**config.mk**
```make
export PLATFORM = sky130hd
export DESIGN_NAME = base64_line_wrapped_encoder_core_flat
export DESIGN_NICKNAME = d
export VERILOG_FILES = /design/src/rtl/b64le_pkg.sv /design/src/rtl/b64le_if.sv /design/src/rtl/b64le_cfg.sv /design/src/rtl/b64le_enc.sv /design/src/rtl/b64le_ser.sv /design/src/rtl/base64_line_wrapped_encoder_core.sv /design/src/flat_wrapper.sv
export SDC_FILE = /design/constraint.sdc
export NUM_CORES = 1
export LEC_CHECK = 0
export BUFFER_PORTS_ARGS = -buffer_cell sky130_fd_sc_hd__buf_2
export CORE_MARGIN = 8
export CORE_UTILIZATION = 29
export CTS_CLUSTER_DIAMETER = 80
export DETAILED_ROUTE_END_ITERATION = 6
export PLACE_DENSITY = 0.57
export SYNTH_ARGS = -nofsm -noshare
export SYNTH_HDL_FRONTEND = slang
export SYNTH_HIERARCHICAL = 1
export SYNTH_SLANG_ARGS = --single-unit
```
**constraint.sdc**
```tcl
create_clock -name i_clk -period 2.55 [get_ports i_clk]
set_clock_uncertainty 0.05 [all_clocks]
set_input_delay 0.51 -clock i_clk [delete_from_list [all_inputs] [get_ports i_clk]]
set_output_delay 0.51 -clock i_clk [all_outputs]
set_load 0.05 [all_outputs]
```
**src/rtl/b64le_pkg.sv**
```systemverilog
`timescale 1ns / 1ps
// ---------------------------------------------------------------------------
// b64le_pkg
// Shared constants, types and the Base64 alphabet for the line-wrapped
// encoder.
// ---------------------------------------------------------------------------
package b64le_pkg;

    localparam int unsigned MaxChars = 5;

    localparam logic [7:0] CharLf  = 8'h0A;
    localparam logic [7:0] CharPad = 8'h3D;

    localparam logic [7:0] LineLimitReset = 8'd72;

    // register offsets, in units of 32-bit words
    localparam logic [0:0] RegLineLimit = 1'b0;

    // characters produced by one byte, oldest in entry 0
    typedef struct packed {
        logic [MaxChars-1:0][7:0] chars;
        logic [2:0]               count;
        logic                     fin;
    } t_char_grp;

    // standard alphabet: A-Z, a-z, 0-9, '+', '/'
    function automatic logic [7:0] enc6(input logic [5:0] v);
        logic [7:0] w;
        logic [7:0] c;
        w = {2'b00, v};
        if (v < 6'd26) begin
            c = 8'h41 + w;
        end else if (v < 6'd52) begin
            c = 8'h61 + w - 8'd26;
        end else if (v < 6'd62) begin
            c = 8'h30 + w - 8'd52;
        end else if (v == 6'd62) begin
            c = 8'h2B;
        end else begin
            c = 8'h2F;
        end
        return c;
    endfunction

endpackage

```
**src/rtl/b64le_if.sv**
```systemverilog
`timescale 1ns / 1ps
// ---------------------------------------------------------------------------
// b64le_if
// Valid/ready channels for message bytes and encoded characters.
// ---------------------------------------------------------------------------
interface b64le_in_if;
    logic       valid;
    logic       ready;
    logic [7:0] data_byte;
    logic       last_byte;

    modport source (output valid, output data_byte, output last_byte, input ready);
    modport sink   (input valid, input data_byte, input last_byte, output ready);
endinterface

interface b64le_out_if;
    logic       valid;
    logic       ready;
    logic [7:0] out_char;
    logic       final_char;

    modport source (output valid, output out_char, output final_char, input ready);
    modport sink   (input valid, input out_char, input final_char, output ready);
endinterface

```
**src/rtl/b64le_cfg.sv**
```systemverilog
`timescale 1ns / 1ps
// ---------------------------------------------------------------------------
// b64le_cfg
// APB register file: holds the line length limit.
// ---------------------------------------------------------------------------
module b64le_cfg
    import b64le_pkg::*;
(
    input  logic        i_clk,
    input  logic        i_rst_n,
    input  logic        psel,
    input  logic        penable,
    input  logic        pwrite,
    input  logic [2:0]  paddr,
    input  logic [31:0] pwdata,
    output logic [31:0] prdata,
    output logic        pready,
    output logic [7:0]  o_line_limit
);

    logic [7:0] r_line_limit;
    logic       w_hit;

    assign w_hit  = (paddr[2] == RegLineLimit);
    assign pready = 1'b1;

    always_ff @(posedge i_clk) begin
        if (!i_rst_n) begin
            r_line_limit <= LineLimitReset;
        end else if (psel && penable && pwrite && pready && w_hit) begin
            r_line_limit <= pwdata[7:0];
        end
    end

    assign prdata       = w_hit ? {24'd0, r_line_limit} : 32'd0;
    assign o_line_limit = r_line_limit;

endmodule

```
**src/rtl/b64le_enc.sv**
```systemverilog
`timescale 1ns / 1ps
// ---------------------------------------------------------------------------
// b64le_enc
// Input register, group/line state and the encode logic that turns one
// byte into its group of output characters.
// ---------------------------------------------------------------------------
module b64le_enc
    import b64le_pkg::*;
(
    input  logic           i_clk,
    input  logic           i_rst_n,
    input  logic [7:0]     i_line_limit,
    b64le_in_if.sink       i_in,
    input  logic           i_buf_free,
    output logic           o_load,
    output t_char_grp      o_grp
);

    logic        r_vld;
    logic [7:0]  r_byte;
    logic        r_last;
    logic [15:0] r_held;
    logic [1:0]  r_gcnt;
    logic [7:0]  r_lcnt;

    logic [15:0] n_held;
    logic [1:0]  n_gcnt;
    logic [7:0]  n_lcnt;
    t_char_grp   w_grp;
    logic        w_adv;
    logic [8:0]  w_sum;
    logic        w_lf;
    logic [7:0]  w_b0;
    logic [7:0]  w_b1;

    always_comb begin
        w_grp       = '0;
        w_grp.fin   = r_last;
        n_held      = {r_held[7:0], r_byte};
        n_gcnt      = r_gcnt + 2'd1;
        n_lcnt      = r_lcnt;
        w_sum       = {1'b0, r_lcnt} + 9'd4;
        w_lf        = (w_sum >= {1'b0, i_line_limit}) || w_sum[8];
        w_b0        = r_held[15:8];
        w_b1        = r_held[7:0];

        if (r_gcnt == 2'd2) begin
            w_grp.chars[0] = enc6(w_b0[7:2]);
            w_grp.chars[1] = enc6({w_b0[1:0], w_b1[7:4]});
            w_grp.chars[2] = enc6({w_b1[3:0], r_byte[7:6]});
            w_grp.chars[3] = enc6(r_byte[5:0]);
            w_grp.chars[4] = CharLf;
            n_held         = '0;
            n_gcnt         = '0;
            n_lcnt         = w_lf ? 8'd0 : w_sum[7:0];
            // closing line feed only when the line is still open
            w_grp.count    = (w_lf || r_last) ? 3'd5 : 3'd4;
        end else if (r_last) begin
            if (r_gcnt == 2'd0) begin
                w_grp.chars[0] = enc6(r_byte[7:2]);
                w_grp.chars[1] = enc6({r_byte[1:0], 4'd0});
                w_grp.chars[2] = CharPad;
            end else begin
                w_grp.chars[0] = enc6(w_b1[7:2]);
                w_grp.chars[1] = enc6({w_b1[1:0], r_byte[7:4]});
                w_grp.chars[2] = enc6({r_byte[3:0], 2'd0});
            end
            w_grp.chars[3] = CharPad;
            w_grp.chars[4] = CharLf;
            w_grp.count    = 3'd5;
        end

        if (r_last) begin
            n_held = '0;
            n_gcnt = '0;
            n_lcnt = '0;
        end
    end

    // bytes that give no characters move on without waiting for the buffer
    assign w_adv      = r_vld && ((w_grp.count == 3'd0) || i_buf_free);
    assign i_in.ready = !r_vld || w_adv;

    always_ff @(posedge i_clk) begin
        if (!i_rst_n) begin
            r_vld  <= 1'b0;
            r_held <= '0;
            r_gcnt <= '0;
            r_lcnt <= '0;
        end else begin
            if (i_in.valid && i_in.ready) begin
                r_vld <= 1'b1;
            end else if (w_adv) begin
                r_vld <= 1'b0;
            end
            if (w_adv) begin
                r_held <= n_held;
                r_gcnt <= n_gcnt;
                r_lcnt <= n_lcnt;
            end
        end
    end

    always_ff @(posedge i_clk) begin
        if (i_in.valid && i_in.ready) begin
            r_byte <= i_in.data_byte;
            r_last <= i_in.last_byte;
        end
    end

    assign o_load = w_adv && (w_grp.count != 3'd0);
    assign o_grp  = w_grp;

endmodule

```
**src/rtl/b64le_ser.sv**
```systemverilog
`timescale 1ns / 1ps
// ---------------------------------------------------------------------------
// b64le_ser
// Result buffer: holds one group of characters and shifts them out one
// word per cycle while o_out is ready.
// ---------------------------------------------------------------------------
module b64le_ser
    import b64le_pkg::*;
(
    input  logic        i_clk,
    input  logic        i_rst_n,
    input  logic        i_load,
    input  t_char_grp   i_grp,
    output logic        o_buf_free,
    b64le_out_if.source o_out
);

    logic [MaxChars-1:0][7:0] r_chars;
    logic [2:0]               r_cnt;
    logic                     r_fin;
    logic                     w_pop;

    assign w_pop      = o_out.valid && o_out.ready;
    assign o_buf_free = (r_cnt == 3'd0) || ((r_cnt == 3'd1) && w_pop);

    always_ff @(posedge i_clk) begin
        if (!i_rst_n) begin
            r_cnt <= '0;
        end else if (i_load) begin
            r_cnt <= i_grp.count;
        end else if (w_pop) begin
            r_cnt <= r_cnt - 3'd1;
        end
    end

    always_ff @(posedge i_clk) begin
        if (i_load) begin
            r_chars <= i_grp.chars;
            r_fin   <= i_grp.fin;
        end else if (w_pop) begin
            // advance the head
            r_chars <= {8'h00, r_chars[MaxChars-1:1]};
        end
    end

    assign o_out.valid      = (r_cnt != 3'd0);
    assign o_out.out_char   = r_chars[0];
    assign o_out.final_char = r_fin && (r_cnt == 3'd1);

endmodule

```
**src/rtl/base64_line_wrapped_encoder_core.sv**
```systemverilog
`timescale 1ns / 1ps
// ---------------------------------------------------------------------------
// base64_line_wrapped_encoder_core
// Byte-stream Base64 encoder with line feeds inserted at a set line length.
// ---------------------------------------------------------------------------
// Usage:
//   i_in carries message bytes (data_byte) with last_byte set on the final
//   byte. o_out carries one ASCII character per word; final_char marks the
//   closing line feed of each message. The APB port holds line_limit at
//   byte address 0 (reset value 72).
//   A byte is held in an input register and encoded in one pass into a
//   group of up to five characters, which a result buffer sends one per
//   cycle while o_out is ready. The first character of a group is valid
//   once the byte that completes it has passed the input register and the
//   group has been loaded into the result buffer, which waits until the
//   buffer is free. Throughput is set by the one-word-per-cycle output: a
//   three-byte group gives four or five characters, and a short message
//   costs more, as a one-byte message gives five characters.
//   When o_out stalls, the buffer holds its characters and i_in keeps
//   taking bytes until a byte that yields characters waits in the input
//   register; ready then drops.
//   Reset clears the group and line state; line_limit returns to 72.
// ---------------------------------------------------------------------------
module base64_line_wrapped_encoder_core
    import b64le_pkg::*;
(
    input  logic        i_clk,
    input  logic        i_rst_n,
    b64le_in_if.sink    i_in,
    b64le_out_if.source o_out,
    input  logic        psel,
    input  logic        penable,
    input  logic        pwrite,
    input  logic [2:0]  paddr,
    input  logic [31:0] pwdata,
    output logic [31:0] prdata,
    output logic        pready
);

    logic [7:0] w_line_limit;
    logic       w_load;
    logic       w_buf_free;
    t_char_grp  w_grp;

    b64le_cfg u_cfg (
        .i_clk        (i_clk),
        .i_rst_n      (i_rst_n),
        .psel         (psel),
        .penable      (penable),
        .pwrite       (pwrite),
        .paddr        (paddr),
        .pwdata       (pwdata),
        .prdata       (prdata),
        .pready       (pready),
        .o_line_limit (w_line_limit)
    );

    b64le_enc u_enc (
        .i_clk        (i_clk),
        .i_rst_n      (i_rst_n),
        .i_line_limit (w_line_limit),
        .i_in         (i_in),
        .i_buf_free   (w_buf_free),
        .o_load       (w_load),
        .o_grp        (w_grp)
    );

    b64le_ser u_ser (
        .i_clk      (i_clk),
        .i_rst_n    (i_rst_n),
        .i_load     (w_load),
        .i_grp      (w_grp),
        .o_buf_free (w_buf_free),
        .o_out      (o_out)
    );

endmodule

```
**src/flat_wrapper.sv**
```systemverilog
// flat-port wrapper written by rule: the top's interface ports become plain ports
module base64_line_wrapped_encoder_core_flat import b64le_pkg::*;
  (i_clk, i_rst_n, psel, penable, pwrite, paddr, pwdata, prdata, pready, i_in_valid, i_in_data_byte, i_in_last_byte, i_in_ready, o_out_valid, o_out_out_char, o_out_final_char, o_out_ready);
  b64le_in_if i_in_i ();
  b64le_out_if o_out_i ();
  input  logic i_clk;
  input  logic i_rst_n;
  input  logic psel;
  input  logic penable;
  input  logic pwrite;
  input  logic [2:0] paddr;
  input  logic [31:0] pwdata;
  output logic [31:0] prdata;
  output logic pready;
  input wire logic [$bits(i_in_i.valid)-1:0] i_in_valid;
  input wire logic [$bits(i_in_i.data_byte)-1:0] i_in_data_byte;
  input wire logic [$bits(i_in_i.last_byte)-1:0] i_in_last_byte;
  output wire logic [$bits(i_in_i.ready)-1:0] i_in_ready;
  output wire logic [$bits(o_out_i.valid)-1:0] o_out_valid;
  output wire logic [$bits(o_out_i.out_char)-1:0] o_out_out_char;
  output wire logic [$bits(o_out_i.final_char)-1:0] o_out_final_char;
  input wire logic [$bits(o_out_i.ready)-1:0] o_out_ready;
  assign i_in_i.valid = i_in_valid;
  assign i_in_i.data_byte = i_in_data_byte;
  assign i_in_i.last_byte = i_in_last_byte;
  assign i_in_ready = i_in_i.ready;
  assign o_out_valid = o_out_i.valid;
  assign o_out_out_char = o_out_i.out_char;
  assign o_out_final_char = o_out_i.final_char;
  assign o_out_i.ready = o_out_ready;
  base64_line_wrapped_encoder_core u_core (.i_clk(i_clk), .i_rst_n(i_rst_n), .i_in(i_in_i), .o_out(o_out_i), .psel(psel), .penable(penable), .pwrite(pwrite), .paddr(paddr), .pwdata(pwdata), .prdata(prdata), .pready(pready));
endmodule
```
==> impl_results.md, run 1 <==
- Status: complete, but fails checks
- Failing checks: setup timing
- Initial Utilization: 0.291
- Mean Syn Cell Area: about 8.5 um^2
- Top FF cell, synth: edfxtp_1
- Total iterations of the first detailed-routing run: 5
- LEAKAGE: between 3 and 4 nW
- Area of the multi-input gates: about 4800 um^2
- GP Congestion: about 0.95
- First-pass GRT wire length: between 30000 and 40000 um
- Post-route ant nets: 0
- CTS buffer count: 9
- Critical setup path kind: flip-flop to flip-flop
- Metal3 WL: roughly 1500 um
- Met2 wire length: roughly 11000 um
- Rel. slew slack: 0.567
- Pwr dens: around 570 nW/um^2
- Actual slew at the worst max-slew pin: ~650 ps
- Critical path's largest stage delay: 500 ps
- Total grt overflow: 0
- Post-DP Area: ~8500 um^2
- Unique masters post-synth: 81
- Worst Setup Start Kind: flip-flop
- IO Port Bufs: 43
- DR vias: about 6900
- Peak Freq: approximately 0.39 GHz
- Vias in the first global route: approximately 6600
- Total routed wirelength: 23400 um
- Gr usage total: 0.147
- Die area: between 30000 and 40000 um^2
- Min-delay worst type: input port to flip-flop
- RSZ-0062 raised after global routing: true
- Crit share post-route: 1.00
- Fill count: about 2700
- Initial antenna violation count: 2
- Worst path required time: around 2600 ps
- Reg area: around 2200 um^2
- Die Span Y: 177 um
- Worst vdd ir: between 0.4 and 0.5 mV
- Seq cells post-synth: between 80 and 90
- Wire length per cell: about 18 um
- CP bufs+invs: 0
- Largest net degree at the start of global routing: 45
- CORE AREA: between 20000 and 30000 um^2
- WHS: between 200 and 300 ps
- Dpl hpwl: about 18000 um
- Setup TNS: -12.0 ps
- Cell count after synthesis: slightly below 900
- Crit path time final: around 2600 ps
- DR iter-0 viols: 621
- Fin nets: 1077
- Critical Path Sink Type: flip-flop
- M1 wire length: ~11000 um
- Die X-Extent: around 180 um
- Asr flop ratio synth: 0
- Post-Syn Area: between 7000 and 8000 um^2
- Rows: slightly below 60
- Register area share after synthesis: 0.296
- CTS tree: built
- Slew Viols, Final: 0
- Post-route DRC: 0
- H-tree depth: 3
- Clk sinks: 86
- Design area: roughly 9000 um^2
- Fin. Hold Viols: 0
- Number of diodes: 0
- CP top delay family: compound AO/OA/AOI/OAI gates
- WP data arrival: 2630 ps
- Fraction of layout cells with a size suffix above 1: 0.287
- Final worst slack: -12.0 ps
- Top Ports: 95
- Worst-Skew Late Latency: 360 ps
- R2R Setup Slk: -10 ps
- # setup viols final: 1
- EDFF count, synth: 50
- Max-Cap Viols: 0
- Top Layer Used: met5
- CTS Hold Bufs: 0
- CP max-delay cell: edfxtp_1
- Layout area overhead: 20.3%
- Ys Warns: 6
- Root buffer cell: clkbuf_16
- Total chip power: 5.12 mW
- Worst path cell trace: ha_2 -> nor2b_2 -> or3_1 -> a32o_1 -> a41oi_2 -> o211ai_1 -> mux2_2
- CTS max path bufs: 2
- Worst-path clk slew: roughly 70 ps
- Crit Path Max Fanout: 5
- Vias per inst: ~5.2
-- layout make-up --
type | instances | share of cell area
Clock buffer | 9 | 0.0250
Multi-Input combinational cell | 675 | 0.526
Sequential cell | 86 | 0.247
Tap cell | 335 | 0.0464
Inverter | 41 | 0.0171
Timing Repair Buffer | 166 | 0.130
Clock inverter | 7 | 0.00873
-- final timing paths --
check	start	end	cells past startpoint
setup / recovery	u_core/u_enc/r_byte[7]	u_core/u_ser/o_out.out_char[5]	7
hold / removal	i_in_last_byte	u_core/u_enc/r_last	1
setup reg to reg	u_core/u_enc/r_byte[7]	u_core/u_ser/o_out.out_char[5]	7
hold reg to reg	u_core/u_cfg/o_line_limit[1]	u_core/u_cfg/o_line_limit[1]	2
-- logic make-up after synthesis --
kind of cell,count (synthesis),synth area share
and+or+nand+nor,289,0.202
AOI/OAI and AO/OA,233,0.215
buffers and inverters,146,0.106
DFF,86,0.296
muxes,52,0.0755
adders and majority gates,47,0.0784
xor gates and xnor gates,22,0.0257
other,3,0.00150
-- metal layers --
layer,global-route usage,vias to the layer above
met4,0.0448,4
met1,0.196,3285
li1,-,3343
met3,0.0352,36
met5,0,-
met2,0.231,227
-- placed cells by master, fill, tap and decap left out, drive strengths merged, types with 8 or more instances in the layout --
| cell type | instances |
|---|---|
| a211oi | 12 |
| a21o | 11 |
| a21oi | 53 |
| a22oi | 17 |
| a31oi | 18 |
| and2 | 15 |
| and2b | 8 |
| buf | 165 |
| clkbuf | 9 |
| conb | 32 |
| dfxtp | 36 |
| edfxtp | 50 |
| ha | 47 |
| inv | 44 |
| mux2 | 37 |
| mux2i | 15 |
| nand2 | 67 |
| nand2b | 11 |
| nand3 | 37 |
| nor2 | 52 |
| nor2b | 23 |
| nor3 | 29 |
| o211ai | 9 |
| o21ai | 34 |
| o22ai | 8 |
| o31ai | 9 |
| xnor2 | 18 |
-- through the flow --
stage / setup slack (ps) / instances / utilization
after detailed placement: -32.3 / 1295 / 0.330
after CTS: 6.34 / 1311 / 0.342
after global routing: -66.4 / 1319 / 0.350
after floorplan: 4.72 / 907 / -
after global placement: -11.3 / 1295 / 0.330
final: -12.0 / 1319 / 0.350
-- worst reg2reg max path, cell delays in order (launching register included) --
cell      delay, ps
edfxtp_1        500
ha_2            250
nor2b_2         190
or3_1           330
a32o_1          260
a41oi_2         230
o211ai_1        190
mux2_2          310
-- registers in the layout (all words and copies together) (netlist names) --
name,flops
u_core/u_enc/r_byte,8
u_core/u_enc/r_last,1
u_core/u_ser/r_chars,32
u_core/u_enc/r_held,16
u_core/u_enc/r_vld,1
u_core/u_enc/r_lcnt,6
u_core/u_enc/r_gcnt,2
u_core/u_cfg/o_line_limit,8
u_core/u_ser/r_fin,1
u_core/u_ser/o_out.out_char,8
u_core/u_ser/r_cnt,3
-- synthesized netlist by cell type, drive strengths merged, types with 6 or more instances --
cell type | number | area, um^2
or3 | 6 | 37.5
and2 | 15 | 93.8
a22oi | 17 | 128
a21boi | 6 | 45.0
a211oi | 12 | 105
buf | 72 | 513
clkbuf | 33 | 125
o221ai | 6 | 52.6
ha | 47 | 588
o21ai | 34 | 174
a21oi | 53 | 269
o31ai | 9 | 67.6
nand2b | 11 | 76.3
nand3 | 37 | 185
mux2i | 15 | 150
nor3 | 29 | 145
nor2b | 23 | 144
inv | 40 | 150
o211ai | 9 | 72.6
nor2 | 52 | 195
a31oi | 18 | 113
nand2 | 67 | 251
and2b | 8 | 70.1
xnor2 | 18 | 158
dfxtp | 36 | 721
mux2 | 37 | 417
a21o | 11 | 82.6
o22ai | 8 | 50.1
edfxtp | 50 | 1500
-- repair_timing --
item / in CTS / in global routing
setup endpoints to repair: 4 / 25
buffers inserted: 0 / 7
cloned: 0 / 1
pin swaps: 0 / 4
resized for setup: 2 / 40
-- report_power, final --
| group | internal [mW] | switching [mW] |
|---|---|---|
| sequential | 1.83 | 0.115 |
| combinational | 0.661 | 1.11 |
| clock | 0.775 | 0.625 |
Power figures use the tool's default switching activity.
==> run 2: changes to the inputs <==
ABC_AREA = 1   (was not set)
CORE_ASPECT_RATIO = 0.75   (was not set)
==> run 2 against run 1 <==
The flow now finishes without violations. Clock-buffer cell count increased by 2. Critical path depth grew 4. Core utilization decreased by 1.9 points. Final cell count up 21%. Sequential power is 3% higher. Final area decreased by 1.3%. Global-route usage shrank 0.27 points. Via count rose by 9.9%. Register-to-register slack improved by 140 ps. Die area grew 5.0%. First-iteration DRC count shrank 7.6%.
==> impl_results.md, run 2 <==
- Die area: 32800 um^2
- Area contributors post-synth: edfxtp_1 19%, nand2_1 18%, dfxtp_1 9.1%, ha_1 7.4%, nand3_1 6.6%
- Critical path startpoint: u_core/u_enc/r_byte[6]
- Vias in the first global route: 7201
- # setup viols final: 0
- CTS Hold Bufs: 0
- CP top delay family: simple AND/OR/NAND/NOR gates
- IO Port Bufs: 43
- CTS tree: built
- Post-Synth Adder-Cell Area: 0.0744
- Worst path required time: 2610 ps
- Cell count after placement: roughly 1600
- DR iter-0 viols: roughly 570
- Total iterations of the first detailed-routing run: 7
- Worst Reg-to-Reg Cells: 11
- Reg area: between 2000 and 2500 um^2
- CP bufs+invs: 2
- CTS buffer count: 9
- Largest regs: u_core/u_ser/r_chars (32), u_core/u_enc/r_held (16)
- Worst path cell trace: ha_1 -> buf_4 -> nand2_1 -> nor2_4 -> nor3_1 -> a21oi_1 -> o21ai_0 -> buf_4 -> nand3_1 -> nand2_1 -> nand2_1
- Most common cell after layout, fill and taps aside: nand2_1
- Wire length per cell: about 15 um
- Asr flop ratio synth: 0
- Largest net degree at the start of global routing: 42
- FF-to-FF End: u_core/u_ser/o_out.out_char[3]
- Critical Path Sink Type: flip-flop
- Post-route ant nets: 0
- Worst flop-to-flop path startpoint: u_core/u_enc/r_byte[6]
- WP depth: 11
- Max reg flops: 32
- Min-delay worst type: input port to flip-flop
- Fill count: around 3000
- Worst setup path endpoint: u_core/u_ser/o_out.out_char[3]
- H-tree depth: 3
- Total routed wirelength: around 23000 um
- Rel. slew slack: 0.442
- Ys Warns: 6
- Max-Cap Viols: 0
- Register area share after synthesis: 0.281
- Layout area overhead: 12.7%
- Fin. Hold Viols: 0
- Peak Freq: roughly 0.41 GHz
- Slew Viols, Final: 0
- Mean Syn Cell Area: a little under 7 um^2
- Reg with most FFs: u_core/u_ser/r_chars
- Crit path time final: approximately 2400 ps
- Crit-path most repeated cell: nand2_1
- DR vias: 7577
- First-pass GRT wire length: 37900 um
- Status: completed
- R2R Setup Slk: 130 ps
- Crit share post-route: 0.950
- Setup TNS: 0 ps
- Postcts setup bufs: 0
- Vias per inst: roughly 4.8
- Die Span Y: ~160 um
- Area of the multi-input gates: about 4700 um^2
- Seq cells post-synth: 86
- Cell count after synthesis: 1172
- Die X-Extent: a little over 200 um
- Top cell type's share of synthesized area: 0.190
- Main combinational cell family by area after synthesis: simple AND/OR/NAND/NOR gates
- Post-Synth Simple-Gate Area: 0.369
- Post-route DRC: 0
- Largest area contributor in the netlist: edfxtp_1
- LEAKAGE: roughly 4.1 nW
- Fin nets: around 1300
- RSZ-0062 raised after global routing: false
- GP Congestion: approximately 0.92
- Worst Setup Start Kind: flip-flop
- Worst-path clk slew: roughly 60 ps
- Dpl hpwl: 18200 um
- Initial Utilization: 0.294
- Root buffer cell: clkbuf_16
- WP data arrival: between 2000 and 2500 ps
- CTS max path bufs: 2
- WHS: approximately 270 ps
- Post-Syn Area: a little under 8000 um^2
- Gr usage total: 0.144
- Post-synth top cells: 386 x nand2_1, 116 x inv_1, 105 x nand3_1
- CP max-delay cell: edfxtp_1
- Clk sinks: 86
- Critical setup path kind: flip-flop to flip-flop
- Initial antenna violation count: 0
- Final std cells w/o fill: approximately 1600
- Most frequent cell after synthesis: nand2_1
- Actual slew at the worst max-slew pin: about 840 ps
- Unique masters post-synth: 50
- Multiplexer share of the synthesized area: 0
- Worst vdd ir: 0.753 mV
- Worst-Skew Late Latency: between 300 and 400 ps
- CORE AREA: roughly 27000 um^2
- Rows: 52
- Fraction of layout cells with a size suffix above 1: 0.171
- EDFF count, synth: 50
- Number of diodes: 0
- Synth Area in Compound Gates: 0.110
- Most frequent cells in the layout: 384 x nand2_1, 115 x inv_1, 105 x nand3_1
- Top FF cell, synth: edfxtp_1
- XOR/XNOR Fraction of Synth Area: 0.0188
- Top Ports: 95
- Pwr dens: around 640 nW/um^2
- Crit Path Max Fanout: 6
- Critical path's largest stage delay: about 480 ps
- Total grt overflow: 0
[run 2: layer usage]
layer,GRT usage,wire length [um]
met4,0.0395,350
met2,0.197,9230
met5,0,0
met1,0.215,11600
met3,0.0392,2120
[run 2: area by class of cell]
type,instances,share of cell area
Clock buffer,11,0.0272
Clock inverter,5,0.00562
Tap cell,351,0.0493
Timing Repair Buffer,106,0.0801
Inverter,139,0.0614
Sequential cell,86,0.250
Multi-Input combinational cell,896,0.527
[run 2: worst min-delay path by stage]
| stage | slack [ps] | depth (start not counted) | end | start |
|---|---|---|---|---|
| 2_1_floorplan | 400 | 2 | u_core/u_cfg/o_line_limit[3] | u_core/u_cfg/o_line_limit[3] |
| 3_3_place_gp | 420 | 2 | u_core/u_enc/r_held[9] | u_core/u_enc/r_held[9] |
| 3_5_place_dp | 420 | 2 | u_core/u_enc/r_held[9] | u_core/u_enc/r_held[9] |
| 4_1_cts | 250 | 1 | u_core/u_enc/r_byte[2] | i_in_data_byte[2] |
| 5_1_grt | 250 | 1 | u_core/u_enc/r_byte[5] | i_in_data_byte[5] |
| 6_report | 270 | 1 | u_core/u_enc/r_byte[2] | i_in_data_byte[2] |
[run 2: cells by family (layout without fill, tap and decap cells)]
group / Yosys count / after routing
buffers and inverters: 219 / 261
adder cells (fa/ha/maj): 47 / 47
AO/OA/AOI/OAI: 152 / 152
AND/OR/NAND/NOR: 648 / 648
flip-flops: 86 / 86
other: 3 / 32
XOR/XNOR: 17 / 17
[run 2: where the power goes]
part	leakage, nW	internal (mW)	switching (mW)
logic	3.18	0.676	1.66
clock network	0.149	0.780	0.573
registers	0.776	1.89	0.115
total	4.11	3.35	2.35
[run 2: timing repair]
action	4_1_cts	5_1_grt
setup endpoints to repair	0	2
endpoints found under the hold margin	0	0
gates resized for setup	0	6
[run 2: worst register-to-register path: stages, from the launching register on]
cell      delay, ps
edfxtp_1        480
ha_1            260
buf_4           170
nand2_1         130
nor2_4           70
nor3_1          140
a21oi_1          50
o21ai_0         420
buf_4           200
nand3_1          80
nand2_1          80
nand2_1          50
[run 2: per-stage QoR]
step / utilization / instance area, um^2 / power, mW / setup slack [ps]
floorplan: - / 8050 / 3.80 / 6.19
global placement: 0.320 / 8590 / 4.33 / 142
detailed placement: 0.320 / 8590 / 4.35 / 83.7
CTS: 0.331 / 8890 / 5.73 / 69.2
global route: 0.332 / 8910 / 6.06 / 21.9
finish: 0.332 / 8910 / 5.70 / 129
==> run 3: changes to the inputs <==
GPL_TIMING_DRIVEN = 0   (was not set)
==> run 3 against run 2 <==
Critical path type unchanged. Fmax decreased by 0.88%. Final area up 4.6%. Core utilization rose by 1.5 points.
==> impl_results.md, run 3 (same netlist as run 2, synthesis figures left out) <==
- Fraction of layout cells with a size suffix above 1: 0.201
- Total iterations of the first detailed-routing run: 5
- Vias in the first global route: 7318
- DR vias: approximately 7800
- Die area: between 30000 and 40000 um^2
- GP Congestion: ~0.95
- RSZ-0062 raised after global routing: true
- Number of diodes: 0
- Worst vdd ir: just over 0.7 mV
- Cell count after placement: ~1600
- Max reg flops: 32
- Post-route DRC: 0
- First-pass GRT wire length: around 40000 um
- Top Ports: 95
- Critical path's largest stage delay: around 440 ps
- WHS: between 200 and 300 ps
- Max-Cap Viols: 0
- Fin. Hold Viols: 0
- Critical Path Sink Type: flip-flop
- Dpl ws: -497 ps
- Fill count: 2983
- Rel. slew slack: 0.545
- # setup viols final: 0
- Worst Setup Start Kind: flip-flop
- Reg with most FFs: u_core/u_ser/r_chars
- Fin nets: 1376
- Post-layout util: 0.347
- H-tree depth: 3
- Root buffer cell: clkbuf_16
- Die X-Extent: a little over 200 um
- Gr usage total: 0.154
- Most common cell after layout, fill and taps aside: nand2_1
- Design area: 9320 um^2
- CORE AREA: around 27000 um^2
- Largest regs: u_core/u_ser/r_chars (32), u_core/u_enc/r_held (16)
- DR iter-0 viols: around 640
- Post-DP Area: between 8000 and 9000 um^2
- Critical setup path kind: flip-flop to flip-flop
- Total routed wirelength: about 25000 um
- Metal3 WL: ~1900 um
- Largest net degree at the start of global routing: 16
- Worst-Skew Late Latency: between 300 and 400 ps
- IO Port Bufs: 42
- Crit path time final: about 2400 ps
- Min-delay worst type: input port to flip-flop
- Die Span Y: 159 um
- Total grt overflow: 0
- Layout area overhead: 17.9%
- Peak Freq: 0.409 GHz
- Initial antenna violation count: 1
- Crit share post-route: 0.958
- Wire length per cell: approximately 15 um
- Initial Utilization: 0.294
- Crit Path Max Fanout: 11
- Slew Viols, Final: 0
- Post-route ant nets: 0
- M1 wire length: 12800 um
- Actual slew at the worst max-slew pin: 682 ps
- Clk sinks: 86
- CP max-delay cell: edfxtp_1
- Pwr dens: 654 nW/um^2
- Vias per inst: between 4 and 5
- Top Layer Used: met5
- Crit-path most repeated cell: nand2_1
- CTS buffer count: 9
- Final std cells w/o fill: about 1600
- Worst-path clk slew: ~70 ps
- CTS max path bufs: 2
- WP data arrival: around 2500 ps
- Status: completed
- CTS Hold Bufs: 0
- CTS tree: built
- Worst path cell trace: inv_2 -> buf_6 -> ha_1 -> nand2_1 -> nor2_2 -> nor2_8 -> nand3_1 -> nand2_1 -> nand3b_1 -> nand3_1 -> nand2_1 -> nand2_1 -> nand2_1
- Setup TNS: 0 ps
- Rows: 52
- Dpl hpwl: about 19000 um
- Worst path required time: 2620 ps
- Total chip power: between 6 and 7 mW
- Final worst slack: approximately 110 ps
- Met2 wire length: 9840 um
- Most frequent cells in the layout: 384 x nand2_1, 112 x inv_1, 105 x nand3_1
- LEAKAGE: ~4.3 nW
==> run 3: path summary, 6_finish.rpt <==
path / start / end / slack (ps) / depth (start not counted)
max: u_core/u_enc/r_byte[4] / u_core/u_ser/o_out.out_char[5] / 110 / 13
min: i_in_data_byte[2] / u_core/u_enc/r_byte[2] / 270 / 1
max reg2reg: u_core/u_enc/r_byte[4] / u_core/u_ser/o_out.out_char[5] / 110 / 13
min reg2reg: u_core/u_cfg/o_line_limit[3] / u_core/u_cfg/o_line_limit[3] / 440 / 2
==> run 3: cell type report <==
type                       instances  area (um^2)  area share
multi-input combinational        896         4730       0.507
sequential                        86         2230       0.239
buffer                            80          624      0.0670
inverter                         139          553      0.0593
tap                              351          439      0.0471
timing repair buffer              63          405      0.0435
clock buffer                       9          225      0.0242
clock inverter                     7         98.8      0.0106
timing repair inverter             3         22.5     0.00242
==> run 3: per-layer routing <==
layer,global-route usage,vias up
li1,-,3919
met1,0.234,3555
met2,0.208,252
met3,0.0386,24
met4,0.0372,2
met5,0,-
==> run 3: power breakdown <==
group	internal (mW)	total [mW]	leakage [nW]	switching [mW]
clock	0.860	1.47	0.144	0.609
sequential	1.89	2.01	0.777	0.117
combinational	0.855	2.62	3.40	1.76
==> run 3: timing repair <==
| action | CTS | global route |
|---|---|---|
| resized for setup | 6 | 27 |
| endpoints found under the setup margin | 46 | 66 |
| cloned | 3 | 0 |
| pin swaps | 0 | 3 |
| setup buffers | 12 | 11 |
==> run 3: critical path: cells and delay by family (launching register included) <==
kind / cells / cell delay, ps
simple gates: 10 / 1190
fa+ha+maj: 1 / 190
flops: 1 / 440
buf+inv: 2 / 330
